$ cat config.mk
export PLATFORM = sky130hd
export DESIGN_NAME = selective_repeat_rx_window
export DESIGN_NICKNAME = d
export VERILOG_FILES = /design/src/rtl/srrxw_pkg.sv /design/src/rtl/srrxw_ctrl.sv /design/src/rtl/srrxw_dp.sv /design/src/rtl/selective_repeat_rx_window.sv
export SDC_FILE = /design/constraint.sdc
export NUM_CORES = 1
export LEC_CHECK = 0
export ABC_AREA = 1
export BUFFER_PORTS_ARGS = -buffer_cell sky130_fd_sc_hd__buf_2
export CAP_MARGIN = 10
export CORE_ASPECT_RATIO = 2
export CORE_MARGIN = 2
export CORE_UTILIZATION = 55
export DETAILED_ROUTE_END_ITERATION = 6
export PLACE_DENSITY_LB_ADDON = 0.3
export SETUP_SLACK_MARGIN = 0.2
export SYNTH_ARGS = -nofsm -noshare
export SYNTH_HDL_FRONTEND = slang
export SYNTH_HIERARCHICAL = 1
export SYNTH_SLANG_ARGS = --single-unit
$ cat constraint.sdc
create_clock -name clk_i -period 10 [get_ports clk_i]
set_input_delay 1.5 -clock clk_i [delete_from_list [all_inputs] [get_ports clk_i]]
set_output_delay 1.5 -clock clk_i [all_outputs]
set_load 0.01 [all_outputs]
$ cat src/rtl/srrxw_pkg.sv
// Shared constants, codes and controller/datapath interface types for the
// selective-repeat receive window. No dependencies.
package srrxw_pkg;

  localparam int Window        = 32;
  localparam int MaxSackBlocks = 4;

  localparam int IdxW = $clog2(Window);
  localparam int CntW = $clog2(Window + 1);
  localparam int BlkW = $clog2(MaxSackBlocks + 1);
  localparam int SeqW = 16;
  localparam int RunW = 6;

  localparam logic [1:0] FuncHdr   = 2'd0;
  localparam logic [1:0] FuncAck   = 2'd1;
  localparam logic [1:0] FuncLocal = 2'd2;

  localparam logic [2:0] FtConnect = 3'd0;
  localparam logic [2:0] FtClose   = 3'd1;
  localparam logic [2:0] FtAbort   = 3'd2;
  localparam logic [2:0] FtData    = 3'd3;
  localparam logic [2:0] FtAck     = 3'd4;

  localparam logic [1:0] KindDeliver = 2'd0;
  localparam logic [1:0] KindSack    = 2'd1;
  localparam logic [1:0] KindStatus  = 2'd2;
  localparam logic [1:0] KindFlush   = 2'd3;

  typedef struct packed {
    logic       load;
    logic       exec;
    logic       cnt_step;
    logic       del_step;
    logic       sack_step;
    logic       emit;
    logic [1:0] kind;
  } cmd_t;

  typedef struct packed {
    logic out_free;
    logic want_flush;
    logic want_deliver;
    logic want_sack;
    logic cnt_done;
    logic del_last;
    logic sack_done;
    logic sack_need_emit;
  } sts_t;

endpackage

$ cat src/rtl/srrxw_ctrl.sv
// Sequencer for the receive window: accepts a word, orders the flush,
// delivery, SACK and status results. Depends on srrxw_pkg.
module srrxw_ctrl (
  input  logic              clk_i,
  input  logic              rst_ni,
  input  logic              in_valid_i,
  output logic              in_stall_o,
  input  srrxw_pkg::sts_t   sts_i,
  output srrxw_pkg::cmd_t   cmd_o
);
  import srrxw_pkg::*;

  localparam logic [2:0] S_IDLE    = 3'd0;
  localparam logic [2:0] S_EXEC    = 3'd1;
  localparam logic [2:0] S_FLUSH   = 3'd2;
  localparam logic [2:0] S_COUNT   = 3'd3;
  localparam logic [2:0] S_DELIVER = 3'd4;
  localparam logic [2:0] S_SACK    = 3'd5;
  localparam logic [2:0] S_STATUS  = 3'd6;

  logic [2:0] state_q, state_d;

  assign in_stall_o = (state_q != S_IDLE);

  always_comb begin
    state_d = state_q;
    cmd_o   = '0;
    cmd_o.kind = KindStatus;
    unique case (state_q)
      S_IDLE: begin
        if (in_valid_i) begin
          cmd_o.load = 1'b1;
          state_d    = S_EXEC;
        end
      end
      S_EXEC: begin
        cmd_o.exec = 1'b1;
        if (sts_i.want_flush)        state_d = S_FLUSH;
        else if (sts_i.want_deliver) state_d = S_COUNT;
        else if (sts_i.want_sack)    state_d = S_SACK;
        else                         state_d = S_STATUS;
      end
      S_FLUSH: begin
        if (sts_i.out_free) begin
          cmd_o.emit = 1'b1;
          cmd_o.kind = KindFlush;
          state_d    = S_STATUS;
        end
      end
      S_COUNT: begin
        cmd_o.cnt_step = 1'b1;
        if (sts_i.cnt_done) state_d = S_DELIVER;
      end
      S_DELIVER: begin
        if (sts_i.out_free) begin
          cmd_o.del_step = 1'b1;
          cmd_o.emit     = 1'b1;
          cmd_o.kind     = KindDeliver;
          if (sts_i.del_last) state_d = S_STATUS;
        end
      end
      S_SACK: begin
        if (sts_i.sack_done) begin
          state_d = S_STATUS;
        end else if (!sts_i.sack_need_emit || sts_i.out_free) begin
          cmd_o.sack_step = 1'b1;
          cmd_o.emit      = sts_i.sack_need_emit;
          cmd_o.kind      = KindSack;
        end
      end
      S_STATUS: begin
        if (sts_i.out_free) begin
          cmd_o.emit = 1'b1;
          cmd_o.kind = KindStatus;
          state_d    = S_IDLE;
        end
      end
      default: state_d = S_IDLE;
    endcase
  end

  always_ff @(posedge clk_i or negedge rst_ni) begin
    if (!rst_ni) begin
      state_q <= S_IDLE;
    end else begin
      state_q <= state_d;
    end
  end

`ifndef SYNTHESIS
  a_emit_free: assert property (@(posedge clk_i) disable iff (!rst_ni)
    cmd_o.emit |-> sts_i.out_free)
    else $error("result issued into a full output register");
  a_accept_exec: assert property (@(posedge clk_i) disable iff (!rst_ni)
    (in_valid_i && !in_stall_o) |=> (state_q == S_EXEC))
    else $error("accepted word not executed");
  a_idle_quiet: assert property (@(posedge clk_i) disable iff (!rst_ni)
    (state_q == S_IDLE) |-> (!cmd_o.emit && !cmd_o.exec))
    else $error("activity while idle");
`endif

endmodule

$ cat src/rtl/srrxw_dp.sv
// Datapath of the receive window: link state, reorder bitmap, drain and
// SACK walkers, output register. Depends on srrxw_pkg.
module srrxw_dp (
  input  logic              clk_i,
  input  logic              rst_ni,
  input  logic [1:0]        func_i,
  input  logic [2:0]        frame_type_i,
  input  logic [15:0]       seq_i,
  input  logic              local_open_i,
  input  srrxw_pkg::cmd_t   cmd_i,
  output srrxw_pkg::sts_t   sts_o,
  output logic              out_valid_o,
  input  logic              out_stall_i,
  output logic [1:0]        kind_o,
  output logic [15:0]       out_seq_o,
  output logic [5:0]        run_count_o,
  output logic [15:0]       ack_number_o,
  output logic              ack_sent_o,
  output logic              connected_o,
  output logic              last_o
);
  import srrxw_pkg::*;

  // item
  logic [1:0]        func_q;
  logic [2:0]        ftype_q;
  logic [SeqW-1:0]   iseq_q;
  logic              lopen_q;

  // link state
  logic [SeqW-1:0]   ne_q, ne_d;
  logic [Window-1:0] slot_q, slot_d;
  logic              pc_q, pc_d, pcl_q, pcl_d, ap_q, ap_d, sent_q, sent_d;

  // walkers
  logic [Window-1:0] work_q, work_d;
  logic [CntW-1:0]   cnt_q, cnt_d;
  logic [SeqW-1:0]   eseq_q, eseq_d;
  logic [CntW-1:0]   d_q, d_d, start_q, start_d, run_q, run_d;
  logic              in_run_q, in_run_d;
  logic [BlkW-1:0]   blocks_q, blocks_d;

  // output word
  logic              ov_q;
  logic [1:0]        okind_q;
  logic [SeqW-1:0]   oseq_q, oack_q;
  logic [RunW-1:0]   orun_q;
  logic              osent_q, oconn_q;

  logic [SeqW-1:0]   seq_gap;
  logic              live, in_win, at_end, bitv, need_emit;

  assign seq_gap = iseq_q - ne_q;
  assign live   = pc_q && !pcl_q;
  assign in_win = (seq_gap < SeqW'(Window));
  assign at_end = (d_q == CntW'(Window));
  assign bitv   = work_q[0];
  assign need_emit = in_run_q && (at_end || !bitv);

  always_comb begin
    sts_o = '0;
    sts_o.out_free     = !ov_q || !out_stall_i;
    sts_o.want_flush   = (func_q == FuncHdr) && (ftype_q == FtConnect) && !pc_q;
    sts_o.want_deliver = (func_q == FuncHdr) && (ftype_q == FtData) && live
                         && (seq_gap == '0);
    sts_o.want_sack    = (func_q == FuncAck) && ap_q;
    sts_o.cnt_done     = !work_q[0];
    sts_o.del_last     = (cnt_q == CntW'(1));
    sts_o.sack_done    = (blocks_q == BlkW'(MaxSackBlocks)) || (at_end && !in_run_q);
    sts_o.sack_need_emit = need_emit;
  end

  always_comb begin
    ne_d = ne_q; slot_d = slot_q; pc_d = pc_q; pcl_d = pcl_q; ap_d = ap_q;
    sent_d = sent_q; work_d = work_q; cnt_d = cnt_q; eseq_d = eseq_q;
    d_d = d_q; start_d = start_q; run_d = run_q; in_run_d = in_run_q;
    blocks_d = blocks_q;

    if (cmd_i.exec) begin
      sent_d = 1'b0;
      unique case (func_q)
        FuncHdr: begin
          case (ftype_q) inside
            FtConnect: begin
              if (!pc_q) begin
                ne_d   = '0;
                slot_d = '0;
              end
              pc_d  = 1'b1;
              pcl_d = 1'b0;
              ap_d  = 1'b1;
            end
            FtClose, FtAbort: begin
              if (!(lopen_q && live)) begin
                ap_d = 1'b1;
              end else begin
                pcl_d = 1'b1;
                pc_d  = 1'b0;
              end
            end
            FtData: begin
              if (live) begin
                ap_d = 1'b1;
                if (in_win) begin
                  if (seq_gap != '0) begin
                    slot_d[seq_gap[IdxW-1:0]] = 1'b1;
                  end else begin
                    work_d = slot_q >> 1;
                    cnt_d  = CntW'(1);
                    eseq_d = ne_q;
                  end
                end
              end
            end
            default: ;
          endcase
        end
        FuncAck: begin
          if (ap_q) begin
            ap_d     = 1'b0;
            sent_d   = 1'b1;
            work_d   = slot_q >> 1;
            d_d      = CntW'(1);
            in_run_d = 1'b0;
            blocks_d = '0;
          end
        end
        FuncLocal: begin
          if (lopen_q) begin
            pc_d   = 1'b0;
            slot_d = '0;
          end
        end
        default: ;
      endcase
    end

    if (cmd_i.cnt_step) begin
      if (work_q[0]) begin
        cnt_d  = cnt_q + CntW'(1);
        work_d = work_q >> 1;
      end else begin
        ne_d = ne_q + SeqW'(cnt_q);
      end
    end

    if (cmd_i.del_step) begin
      eseq_d = eseq_q + SeqW'(1);
      slot_d = slot_q >> 1;
      cnt_d  = cnt_q - CntW'(1);
    end

    if (cmd_i.sack_step) begin
      if (need_emit) begin
        blocks_d = blocks_q + BlkW'(1);
        in_run_d = 1'b0;
      end
      if (!at_end) begin
        d_d    = d_q + CntW'(1);
        work_d = work_q >> 1;
        if (bitv) begin
          if (!in_run_q) begin
            start_d  = d_q;
            run_d    = CntW'(1);
            in_run_d = 1'b1;
          end else begin
            run_d = run_q + CntW'(1);
          end
        end
      end
    end
  end

  always_ff @(posedge clk_i or negedge rst_ni) begin
    if (!rst_ni) begin
      ne_q     <= '0;
      slot_q   <= '0;
      pc_q     <= 1'b0;
      pcl_q    <= 1'b0;
      ap_q     <= 1'b0;
      sent_q   <= 1'b0;
      work_q   <= '0;
      cnt_q    <= '0;
      d_q      <= '0;
      in_run_q <= 1'b0;
      blocks_q <= '0;
      ov_q     <= 1'b0;
    end else begin
      ne_q     <= ne_d;
      slot_q   <= slot_d;
      pc_q     <= pc_d;
      pcl_q    <= pcl_d;
      ap_q     <= ap_d;
      sent_q   <= sent_d;
      work_q   <= work_d;
      cnt_q    <= cnt_d;
      d_q      <= d_d;
      in_run_q <= in_run_d;
      blocks_q <= blocks_d;
      if (cmd_i.emit)        ov_q <= 1'b1;
      else if (!out_stall_i) ov_q <= 1'b0;
    end
  end

  always_ff @(posedge clk_i) begin
    eseq_q  <= eseq_d;
    start_q <= start_d;
    run_q   <= run_d;
    if (cmd_i.load) begin
      func_q  <= func_i;
      ftype_q <= frame_type_i;
      iseq_q  <= seq_i;
      lopen_q <= local_open_i;
    end
    if (cmd_i.emit) begin
      okind_q <= cmd_i.kind;
      oack_q  <= ne_q;
      oseq_q  <= '0;
      orun_q  <= '0;
      osent_q <= 1'b0;
      oconn_q <= 1'b0;
      unique case (cmd_i.kind)
        KindDeliver: oseq_q <= eseq_q;
        KindSack: begin
          oseq_q <= ne_q + SeqW'(start_q);
          orun_q <= RunW'(run_q);
        end
        KindStatus: begin
          osent_q <= sent_q;
          oconn_q <= live;
        end
        default: ;
      endcase
    end
  end

  assign out_valid_o  = ov_q;
  assign kind_o       = okind_q;
  assign out_seq_o    = oseq_q;
  assign run_count_o  = orun_q;
  assign ack_number_o = oack_q;
  assign ack_sent_o   = osent_q;
  assign connected_o  = oconn_q;
  assign last_o       = (okind_q == KindStatus);

`ifndef SYNTHESIS
  a_blocks_max: assert property (@(posedge clk_i) disable iff (!rst_ni)
    blocks_q <= BlkW'(MaxSackBlocks))
    else $error("SACK block count beyond limit");
  a_status_drained: assert property (@(posedge clk_i) disable iff (!rst_ni)
    (ov_q && okind_q == KindStatus) |-> !slot_q[0])
    else $error("in-order slot left buffered at status");
  a_closed_not_conn: assert property (@(posedge clk_i) disable iff (!rst_ni)
    pcl_q |-> !pc_q)
    else $error("peer both closed and connected");
  a_del_nonzero: assert property (@(posedge clk_i) disable iff (!rst_ni)
    cmd_i.del_step |-> (cnt_q != '0))
    else $error("delivery with empty count");
`endif

endmodule

$ cat src/rtl/selective_repeat_rx_window.sv
// Top level of the selective-repeat receive window with SACK.
// Joins srrxw_ctrl and srrxw_dp; depends on srrxw_pkg.
//
//   channel  dir  handshake                 payload
//   in       in   in_valid_i / in_stall_o   func, frame_type, seq, local_open
//   out      out  out_valid_o / out_stall_i kind, out_seq, run_count,
//                                           ack_number, ack_sent, connected, last
//
// One word at a time: load, execute, then each result and a status; a word
// with only a status passes through the load, execute and status states.
// An in-order data word first counts the buffered run, then delivers one segment per
// cycle while the output is free; an ack walks the bitmap one slot per cycle unless a
// SACK block waits on the output. Output stalls hold the sequencer.
// Reset clears all link state and the bitmap at once; no clearing pass.
module selective_repeat_rx_window (
  input  logic        clk_i,
  input  logic        rst_ni,
  input  logic        in_valid_i,
  output logic        in_stall_o,
  input  logic [1:0]  func_i,
  input  logic [2:0]  frame_type_i,
  input  logic [15:0] seq_i,
  input  logic        local_open_i,
  output logic        out_valid_o,
  input  logic        out_stall_i,
  output logic [1:0]  kind_o,
  output logic [15:0] out_seq_o,
  output logic [5:0]  run_count_o,
  output logic [15:0] ack_number_o,
  output logic        ack_sent_o,
  output logic        connected_o,
  output logic        last_o
);
  import srrxw_pkg::*;

  cmd_t cmd;
  sts_t sts;

  srrxw_ctrl u_ctrl (
    .clk_i      (clk_i),
    .rst_ni     (rst_ni),
    .in_valid_i (in_valid_i),
    .in_stall_o (in_stall_o),
    .sts_i      (sts),
    .cmd_o      (cmd)
  );

  srrxw_dp u_dp (
    .clk_i        (clk_i),
    .rst_ni       (rst_ni),
    .func_i       (func_i),
    .frame_type_i (frame_type_i),
    .seq_i        (seq_i),
    .local_open_i (local_open_i),
    .cmd_i        (cmd),
    .sts_o        (sts),
    .out_valid_o  (out_valid_o),
    .out_stall_i  (out_stall_i),
    .kind_o       (kind_o),
    .out_seq_o    (out_seq_o),
    .run_count_o  (run_count_o),
    .ack_number_o (ack_number_o),
    .ack_sent_o   (ack_sent_o),
    .connected_o  (connected_o),
    .last_o       (last_o)
  );

endmodule

==> results of run 1 <==
cells by family (layout without fill, tap and decap cells):
family                   count (synthesis)  in the layout  share of synthesized area
AND/OR/NAND/NOR                        686            686                      0.247
AO/OA/AOI/OAI                          351            351                      0.157
buffers and inverters                  288            343                     0.0928
flip-flops                             195            195                      0.447
adder cells (fa/ha/maj)                 39             39                     0.0427
XOR/XNOR                                18             18                     0.0132
flip-flops by register name, summed over array words and instances (netlist names), 2 cells and up:
name and flops:
u_dp/ne_q 16, u_dp/kind_o 2, u_dp/blocks_q 3, u_dp/work_q 32, u_dp/d_q 6, u_dp/func_q 2, u_dp/ack_number_o 16, u_dp/run_count_o 6
u_dp/ftype_q 3, u_dp/out_seq_o 16, u_dp/cnt_q 6, u_dp/run_q 6, u_dp/slot_q 31, u_dp/eseq_q 16, u_ctrl/state_q 3, u_dp/iseq_q 16
u_dp/start_q 6
power by group through the flow:
stage | Combinational [mW] | Sequential, mW | Clock [mW]
global placement | 1.65 | 1.35 | 0
finish | 1.72 | 1.35 | 0.717
CTS | 1.70 | 1.34 | 0.729
floorplan | 1.19 | 1.34 | 0
global route | 1.92 | 1.38 | 0.754
detailed placement | 1.69 | 1.36 | 0
per-layer routing:
layer  vias up  part of all wire  global-route usage
met1      5293              0.34               0.315
met4         0             0.075               0.227
met2       439              0.53               0.564
met5         -                 0                   0
li1       5315                 -                   -
met3       151             0.048              0.0518
synthesized netlist by cell type, types with 4 or more instances:
cell type | number | area share
a21oi_1 | 122 | 0.051
a31oi_1 | 4 | 0.0021
and2_1 | 4 | 0.0021
buf_1 | 8 | 0.0025
buf_2 | 7 | 0.0029
buf_4 | 5 | 0.0031
clkbuf_1 | 42 | 0.013
dfrtp_1 | 103 | 0.22
edfxtp_1 | 92 | 0.23
ha_1 | 36 | 0.038
inv_1 | 219 | 0.069
inv_2 | 4 | 0.0013
nand2_1 | 366 | 0.11
nand3_1 | 102 | 0.043
nand3b_1 | 7 | 0.0044
nand4_1 | 40 | 0.021
nor2_1 | 125 | 0.039
nor2_2 | 6 | 0.0031
nor3_1 | 21 | 0.0088
o21ai_0 | 147 | 0.062
o21ai_1 | 35 | 0.015
o21bai_1 | 5 | 0.0031
o22ai_1 | 13 | 0.0068
o31ai_1 | 8 | 0.0050
xor2_1 | 15 | 0.011
area by class of cell:
type | count | area share
Multi-Input combinational cell | 1094 | 0.421
Sequential cell | 195 | 0.406
Inverter | 226 | 0.0646
Timing Repair Buffer | 85 | 0.0354
Clock buffer | 17 | 0.0324
Tap cell | 273 | 0.0260
Clock inverter | 15 | 0.0144
critical path, delay by kind of cell, from the launching register on:
kind	cells	cell delay [ns]
AND/OR/NAND/NOR	11	2.17
adder cells (fa/ha/maj)	2	0.67
flip-flops	1	0.46
AO/OA/AOI/OAI	1	0.41
buffers and inverters	2	0.40
worst min path at each step:
stage | to | start | cells after the start
6_report | u_dp/ack_number_o[12] | u_dp/ne_q[12] | 0
4_1_cts | u_dp/ack_number_o[12] | u_dp/ne_q[12] | 0
3_5_place_dp | u_dp/ack_number_o[12] | u_dp/ne_q[12] | 0
5_1_grt | u_dp/ack_number_o[12] | u_dp/ne_q[12] | 0
2_1_floorplan | u_dp/ack_number_o[10] | u_dp/ne_q[10] | 0
3_3_place_gp | u_dp/ack_number_o[12] | u_dp/ne_q[12] | 0
==> flow_summary.ini, run 1 <==
[status]
outcome = completed

[placement]
dpl_cell_area_um2 = 12500
io_buffers = 70
pre_cts_ws_ns = 5.64
hpwl_um = 24900
globalplace.congestion = 0.967
dp.cells = 1873

[setup_path]
required_ns = 10.14
r2r_start = u_dp/ne_q[0]
crit_path_start = u_dp/ne_q[0]
r2r_slack_ns = 5.55
cp_common_cell = nand2_1
cp_cell_sequence = ha_1 > fa_1 > inv_1 > nand3_1 > nand2_1 > nand2_1 > nand2_1 > nand2_1 > nand2_1 > nand2_1 > nor2_1 > nand2_1 > nor2_4 > nand3_2 > o21ai_1 > buf_4
slowest_delay_ns = 0.82
timing.rr.end = u_dp/eseq_q[7]
endpoint = u_dp/eseq_q[7]
path_max_fanout = 34
cp-start-kind = flop
crit_path_end_kind = flop
critPathKind = reg -> reg
reg2reg_depth = 16
cp.arrival_ns = 4.59
cpMaxStageDelayCell = nand3_2

[cts]
htree_levels = 4
cts-root-buf = clkbuf_16
clk_latency_ns = 0.45
cts_inserted_buffers = 17
cts_resized = 0
post_cts.repair.setup_buffers = 0
cts_tree = built
clkTransAtPathRegs_ns = 0.07
cts_max_path_buffers = 2
clock_sinks = 195
ctsHoldBuffers = 0

[sta]
setup-violations-final = 0
fin_crit_ns = 4.45
max_freq_mhz = 225
relSlewSlack = 0.195
worst_slack_ns = 5.55
rsz0062_at_grt = no
hold_viol = 0
setup_tns_ns = 0
tightestPinTransition_ns = 1.21
period_share = 0.445
hold_ws_ns = 0.483
finalClockSkew_ns = 0.00925
drv_slew = 0

[finish]
fin_cells = 1905
fillers = 1935
antenna_cells = 0
areaGrowthSynthToFinish_pct = 9.96
drive_gt1_frac = 0.0907
final_common_cell = nand2_1
final_cell_mix = 366 x nand2_1, 219 x inv_1, 146 x o21ai_0
final_util = 0.614
nNetsFinal = 1684
ff_latch_area_um2 = 5340
multiInputGateArea_um2 = 5530
final_area_um2 = 13100

[yosys]
syn-num-nets = 1642
synth_ff_type = dfrtp_1
synth_warnings = 6
ys_async_sr_fraction = 0.528
ys_seq_elements = 195
synth_seq_area_share = 0.447
syn_area_um2 = 12000
synth_cell_types = 50
synth_edf_count = 92
synth_area_per_cell_um2 = 7.58
syn_inst = 1577

[power]
p_comb_frac = 0.454
seq_power_share = 0.356
total_power_mw = 3.79
pwr_density_cell_nw_per_um2 = 288
pwr-share-clk = 0.189
p_int_mw = 2.06
peakVddDrop_mv = 0.172
sw_frac_of_total = 0.456
cellLeakagePower_nw = 5.94
power_switching_mw = 1.73

[drt]
wl_per_cell_um = 18.1
vias_per_cell = 5.88
wl_um = 34500
first_pass_iters = 7
drc = 0
ant_nets = 0
drtIter0Drc = 650
vias = 11200

[global_routing]
grt_max_degree = 64
grt_pass1_wl_um = 54700
grt_overflow = 0
antenna_found_initial = 0
first_global_vias = 11000
track_usage = 0.312

[floorplan]
die_y_um = 212
num_rows = 76
die_area_um2 = 23000
die_x_um = 108
start_util = 0.559
ioPinCount = 71
core_um2 = 21400

[job]
maxCapViolCount = 0

[min_path]
hold_path.class = reg -> reg
Power figures use the tool's default switching activity.
==> run 2, diff against run 1 <==
--- a/config.mk
+++ b/config.mk
@@ -5,7 +5,7 @@
 export SDC_FILE = /design/constraint.sdc
 export NUM_CORES = 1
 export LEC_CHECK = 0
-export ABC_AREA = 1
+export ABC_AREA = 0
 export BUFFER_PORTS_ARGS = -buffer_cell sky130_fd_sc_hd__buf_2
 export CAP_MARGIN = 10
 export CORE_ASPECT_RATIO = 2
==> constraint.sdc (replaced) <==
create_clock -name clk_i -period 4.55 [get_ports clk_i]
set_input_delay 0.6825 -clock clk_i [delete_from_list [all_inputs] [get_ports clk_i]]
set_output_delay 0.6825 -clock clk_i [all_outputs]
set_load 0.01 [all_outputs]
==> run 2 against run 1 <==
Net effect: largest power group is now registers; cell count fell by 27%; first-iteration DRC count shrank 3.4%; synthesized cell count is 32% lower; sequential share of layout area rose by 4.3 points; register-to-register slack worse by 4.8 ns; utilization increased by 0.58 points; wire length is 21% lower; total power is 110% higher.
==> flow_summary.ini, run 2 <==
[status]
outcome = completed

[floorplan]
die_area_um2 = 20600
die_y_um = 201
start_util = 0.555
core_um2 = 19200
num_rows = 72
die_x_um = 102
ioPinCount = 71

[cts]
cts_tree = built
ctsHoldBuffers = 0
cts_inserted_buffers = 17
cts-root-buf = clkbuf_16
clock_sinks = 195
cts_resized = 0
clk_latency_ns = 0.46
post_cts.repair.setup_buffers = 0
htree_levels = 4
clkTransAtPathRegs_ns = 0.07
cts_max_path_buffers = 2

[setup_path]
required_ns = 4.69
slowest_delay_ns = 0.45
cp_common_cell = buf_4
cp-start-kind = flop
critPathKind = reg -> reg
path_max_fanout = 16
cp_cell_sequence = ha_1 > fa_1 > nand2b_1 > a21o_1 > a21oi_1 > o221ai_1 > a2111oi_4 > nand4_1 > nor2_1 > buf_4 > a31o_1 > buf_4
timing.rr.end = u_dp/eseq_q[13]
cpMaxStageDelayCell = dfrtp_1
crit_path_start = u_dp/ne_q[0]
reg2reg_depth = 12
r2r_slack_ns = 0.72
cp.arrival_ns = 3.97
crit_path_end_kind = flop
endpoint = u_dp/eseq_q[13]
r2r_start = u_dp/ne_q[0]

[sta]
max_freq_mhz = 261
tightestPinTransition_ns = 0.918
setup-violations-final = 0
relSlewSlack = 0.386
period_share = 0.842
rsz0062_at_grt = no
hold_viol = 0
finalClockSkew_ns = 0.0100
fin_crit_ns = 3.83
setup_tns_ns = 0
drv_slew = 0

[min_path]
hold_path.class = in -> async

[drt]
met3_wirelength_um = 933
drc = 0
wl_um = 27100
first_pass_iters = 5
drtIter0Drc = 628
vias = 8662
routedLengthMet1_um = 9750
wl_met2_um = 14800
vias_per_cell = 6.20
wl_per_cell_um = 19.4
top_layer = met4
ant_nets = 0

[finish]
drive_gt1_frac = 0.122
antenna_cells = 0
areaGrowthSynthToFinish_pct = 11.7
final_cell_mix = 103 x dfrtp_1, 92 x edfxtp_1, 84 x nor2_1
nNetsFinal = 1189
largest_register = u_dp/work_q
largest_register_ffs = 32
largestRegisters = u_dp/work_q: 32 flops, u_dp/slot_q: 31 flops
final_common_cell = dfrtp_1

[yosys]
syn_area_um2 = 10600
synth_warnings = 6
yosysMostFrequentCell = dfrtp_1
syn_inst = 1069
yosysTopAreaCell = edfxtp_1
syn-num-nets = 1134
synth_ff_type = dfrtp_1
synth_seq_area_share = 0.502
ys_top_cells_by_area = edfxtp_1 26%, dfrtp_1 24%, ha_1 4.2%, a21oi_1 3.4%, a21o_1 3.0%
ys_seq_elements = 195
synth_edf_count = 92
synth_cell_types = 74
synth_area_per_cell_um2 = 9.96
yosys.area.top_type_share = 0.259
ys_async_sr_fraction = 0.528
netlist_top_cells_count = 103 x dfrtp_1, 92 x edfxtp_1, 84 x nor2_1, 82 x nand2_1, 72 x a21oi_1

[placement]
hpwl_um = 19400
globalplace.congestion = 0.931
io_buffers = 70

[global_routing]
grt_overflow = 0
grt_max_degree = 77
first_global_vias = 8543
antenna_found_initial = 0
track_usage = 0.275
grt_pass1_wl_um = 43300

[power]
cellLeakagePower_nw = 4.94
pwr_density_cell_nw_per_um2 = 654
peakVddDrop_mv = 0.289
total_power_mw = 7.78

[job]
maxCapViolCount = 0
run 2: cell types whose count changed after synthesis, moves of 32 or more:
cell and delta:
a21oi_1 -50, a22oi_1 +32, nand3_1 -63, o21ai_0 -91, a21o_1 +43, nand2_1 -284, nand4_1 -32, inv_1 -164
nor2_1 -41
run 2: worst min-delay path by stage:
stage                              endpoint  slack (ns)
after floorplan           u_ctrl/state_q[0]        0.39
after global placement       u_dp/work_q[3]        0.46
after detailed placement    u_dp/work_q[27]        0.47
after CTS                   u_dp/work_q[14]        0.20
after global routing            u_dp/d_q[5]        0.21
final                         u_dp/cnt_q[1]        0.19
run 2: layout make-up:
type	count	area, µm²
Fill cell	1636	7290
Sequential cell	195	5340
Multi-Input combinational cell	765	4900
Timing Repair Buffer	89	495
Clock buffer	18	429
Tap cell	259	324
Inverter	56	210
Clock inverter	14	200
run 2: logic make-up (layout without fill, tap and decap cells):
| kind of cell | count (synthesis) | count (layout) | synth area share |
|---|---|---|---|
| buffers and inverters | 109 | 177 | 0.0401 |
| and+or+nand+nor | 313 | 313 | 0.144 |
| adders and majority gates | 39 | 39 | 0.0479 |
| muxes | 8 | 8 | 0.00752 |
| AOI/OAI and AO/OA | 358 | 358 | 0.221 |
| DFF | 195 | 195 | 0.502 |
| xor gates and xnor gates | 47 | 47 | 0.0387 |
run 2: critical path: cells and delay by family (launching register included):
family,cells,cell delay (ns)
AOI/OAI and AO/OA,5,1.33
DFF,1,0.45
adders and majority gates,2,0.65
and+or+nand+nor,3,0.56
buffers and inverters,2,0.51
run 2: power by group:
part | internal [mW] | switching [mW]
clock | 0.928 | 0.697
combinational | 1.15 | 1.81
sequential | 2.61 | 0.579
total | 4.70 | 3.09
run 2: per-stage QoR:
stage / hold WS (ns) / cells / instance area (µm²) / util / worst slack (ns)
detailed placement: 0.465 / 1364 / 11300 / 0.587 / 0.745
global placement: 0.460 / 1364 / 11300 / 0.587 / 0.839
floorplan: 0.387 / 1069 / 10600 / - / 0.445
global route: 0.210 / 1396 / 11900 / 0.620 / 0.456
finish: 0.192 / 1396 / 11900 / 0.620 / 0.718
CTS: 0.198 / 1396 / 11900 / 0.620 / 0.743
run 2: per-layer routing:
metal	vias up	GRT usage
met5	-	0
met4	0	0.168
met3	94	0.0418
met2	254	0.489
met1	4273	0.297
li1	4041	-
==> run 3, diff against run 2 <==
==> constraint.sdc (replaced) <==
create_clock -name clk_i -period 3.1 [get_ports clk_i]
set_input_delay 0.465 -clock clk_i [delete_from_list [all_inputs] [get_ports clk_i]]
set_output_delay 0.465 -clock clk_i [all_outputs]
set_load 0.01 [all_outputs]
==> run 3 against run 2 <==
Net effect: the run now ends with negative setup slack left; sequential power up 44%; global-route usage grew 2.0 points; critical endpoint is now u_dp/eseq_q[8]; sequential share of layout area shrank 5.5 points.
==> flow_summary.ini, run 3 (same netlist as run 2, synthesis figures left out) <==
[status]
outcome = finished, violations left
violations = negative setup slack

[setup_path]
critPathKind = reg -> reg
required_ns = 3.25
crit_path_end_kind = flop
cp-start-kind = flop
path_max_fanout = 8
cp.arrival_ns = 3.48
reg2reg_depth = 13

[sta]
rsz0062_at_grt = yes
fin_crit_ns = 3.33
relSlewSlack = 0.287
period_share = 1.07
setup-violations-final = 88
max_freq_mhz = 300
drv_slew = 0
worst_slack_ns = -0.231
hold_viol = 0
finalClockSkew_ns = 0.0123
tightestPinTransition_ns = 1.07

[finish]
nNetsFinal = 1301
largestRegisters = u_dp/work_q: 32 flops, u_dp/slot_q: 31 flops
largest_register = u_dp/work_q
final_cell_mix = 114 x buf_4, 103 x dfrtp_1, 92 x edfxtp_1
largest_register_ffs = 32
final_area_um2 = 13600
final_util = 0.707
drive_gt1_frac = 0.275
antenna_cells = 0
areaGrowthSynthToFinish_pct = 27.4
fin_cells = 1508
final_common_cell = buf_4

[placement]
dpl_cell_area_um2 = 12000
dp.cells = 1448
io_buffers = 70
pre_cts_ws_ns = -0.139
globalplace.congestion = 0.943
hpwl_um = 20700

[floorplan]
die_y_um = 201
num_rows = 72
die_x_um = 102
core_um2 = 19200
start_util = 0.555
ioPinCount = 71
die_area_um2 = 20600

[min_path]
hold_path.class = in -> async

[cts]
clk_latency_ns = 0.46
cts_tree = built
clkTransAtPathRegs_ns = 0.08
cts_max_path_buffers = 2
cts_inserted_buffers = 17
ctsHoldBuffers = 0
cts-root-buf = clkbuf_16
clock_sinks = 195
htree_levels = 4

[power]
pwr-share-clk = 0.182
cellLeakagePower_nw = 5.66
seq_power_share = 0.368
p_int_mw = 7.44
total_power_mw = 12.5
pwr_density_cell_nw_per_um2 = 920
sw_frac_of_total = 0.403
peakVddDrop_mv = 0.546
power_switching_mw = 5.03
p_comb_frac = 0.449

[global_routing]
antenna_found_initial = 0
track_usage = 0.295
grt_pass1_wl_um = 46300
grt_overflow = 0
first_global_vias = 9227
grt_max_degree = 47

[drt]
vias = 9247
drtIter0Drc = 600
wl_per_cell_um = 19.8
vias_per_cell = 6.13
ant_nets = 0
drc = 0
wl_um = 29800
first_pass_iters = 5

[job]
maxCapViolCount = 0
run 3: cell count changes in the layout (fill, tap and decap cells not counted), moves of 6 or more:
cell and delta:
ha_4 +6, o31ai_1 -14, buf_4 +94, ha_1 -8, a21oi_1 -6, buf_6 +10
o21ai_1 -24, o21ai_2 +29, o31ai_4 +11
run 3: cell type report:
class                   instances  area (µm²)
fillers                      1469        5620
clock buffers                  18         439
flip-flops and latches        195        5340
multi-input cells             766        5610
well taps                     259         324
inverters                      56         213
clock inverters                14         168
repair buffers                200        1470
run 3: worst paths after layout:
path	start	endpoint	slack [ns]
max	u_dp/ne_q[7]	u_dp/eseq_q[8]	-0.23
max in group asynchronous	rst_ni	u_dp/slot_q[29]	2.35
min reg2reg	u_dp/work_q[3]	u_dp/work_q[3]	0.49
min	rst_ni	u_dp/work_q[13]	0.04
max reg2reg	u_dp/ne_q[7]	u_dp/eseq_q[8]	-0.23
min in group clk_i	frame_type_i[1]	u_dp/ftype_q[1]	0.18
run 3: power by group through the flow:
stage                     registers [mW]  logic, mW  clock network (mW)
after global routing                4.69       6.15                2.40
final                               4.59       5.61                2.28
after floorplan                     4.53       3.25                   0
after CTS                           4.54       5.19                2.30
after global placement              4.56       4.87                   0
after detailed placement            4.58       4.97                   0
run 3: layer usage:
metal,vias to the layer above,share of wire,GRT usage
met1,4525,0.35,0.308
met3,109,0.038,0.0439
li1,4278,-,-
met4,0,0.054,0.176
met5,-,0,0
met2,335,0.56,0.537
run 3: critical path, stage by stage, from the launching register on:
cell,delay [ns]
dfrtp_1,0.40
inv_2,0.09
ha_4,0.22
a21oi_4,0.17
o21ai_0,0.09
and4b_1,0.20
or4_4,0.50
a2111oi_4,0.39
buf_4,0.19
nand4_1,0.08
buf_4,0.17
nor2_4,0.13
buf_12,0.14
a31o_4,0.26
run 3: what timing repair did:
item / 4_1_cts / 5_1_grt
gates resized for setup: 36 / 89
endpoints found under the setup margin: 88 / 99
pin swaps: 52 / 57
cloned: 4 / 0
buffers inserted: 8 / 16
run 3: per-stage QoR:
stage / TNS (ns) / hold WS, ns
2_1_floorplan: -0.777 / 0.169
3_3_place_gp: -0.857 / 0.459
3_5_place_dp: -2.46 / 0.466
4_1_cts: -5.14 / 0.0451
5_1_grt: -20.73 / 0.0761
6_report: -12.38 / 0.0373
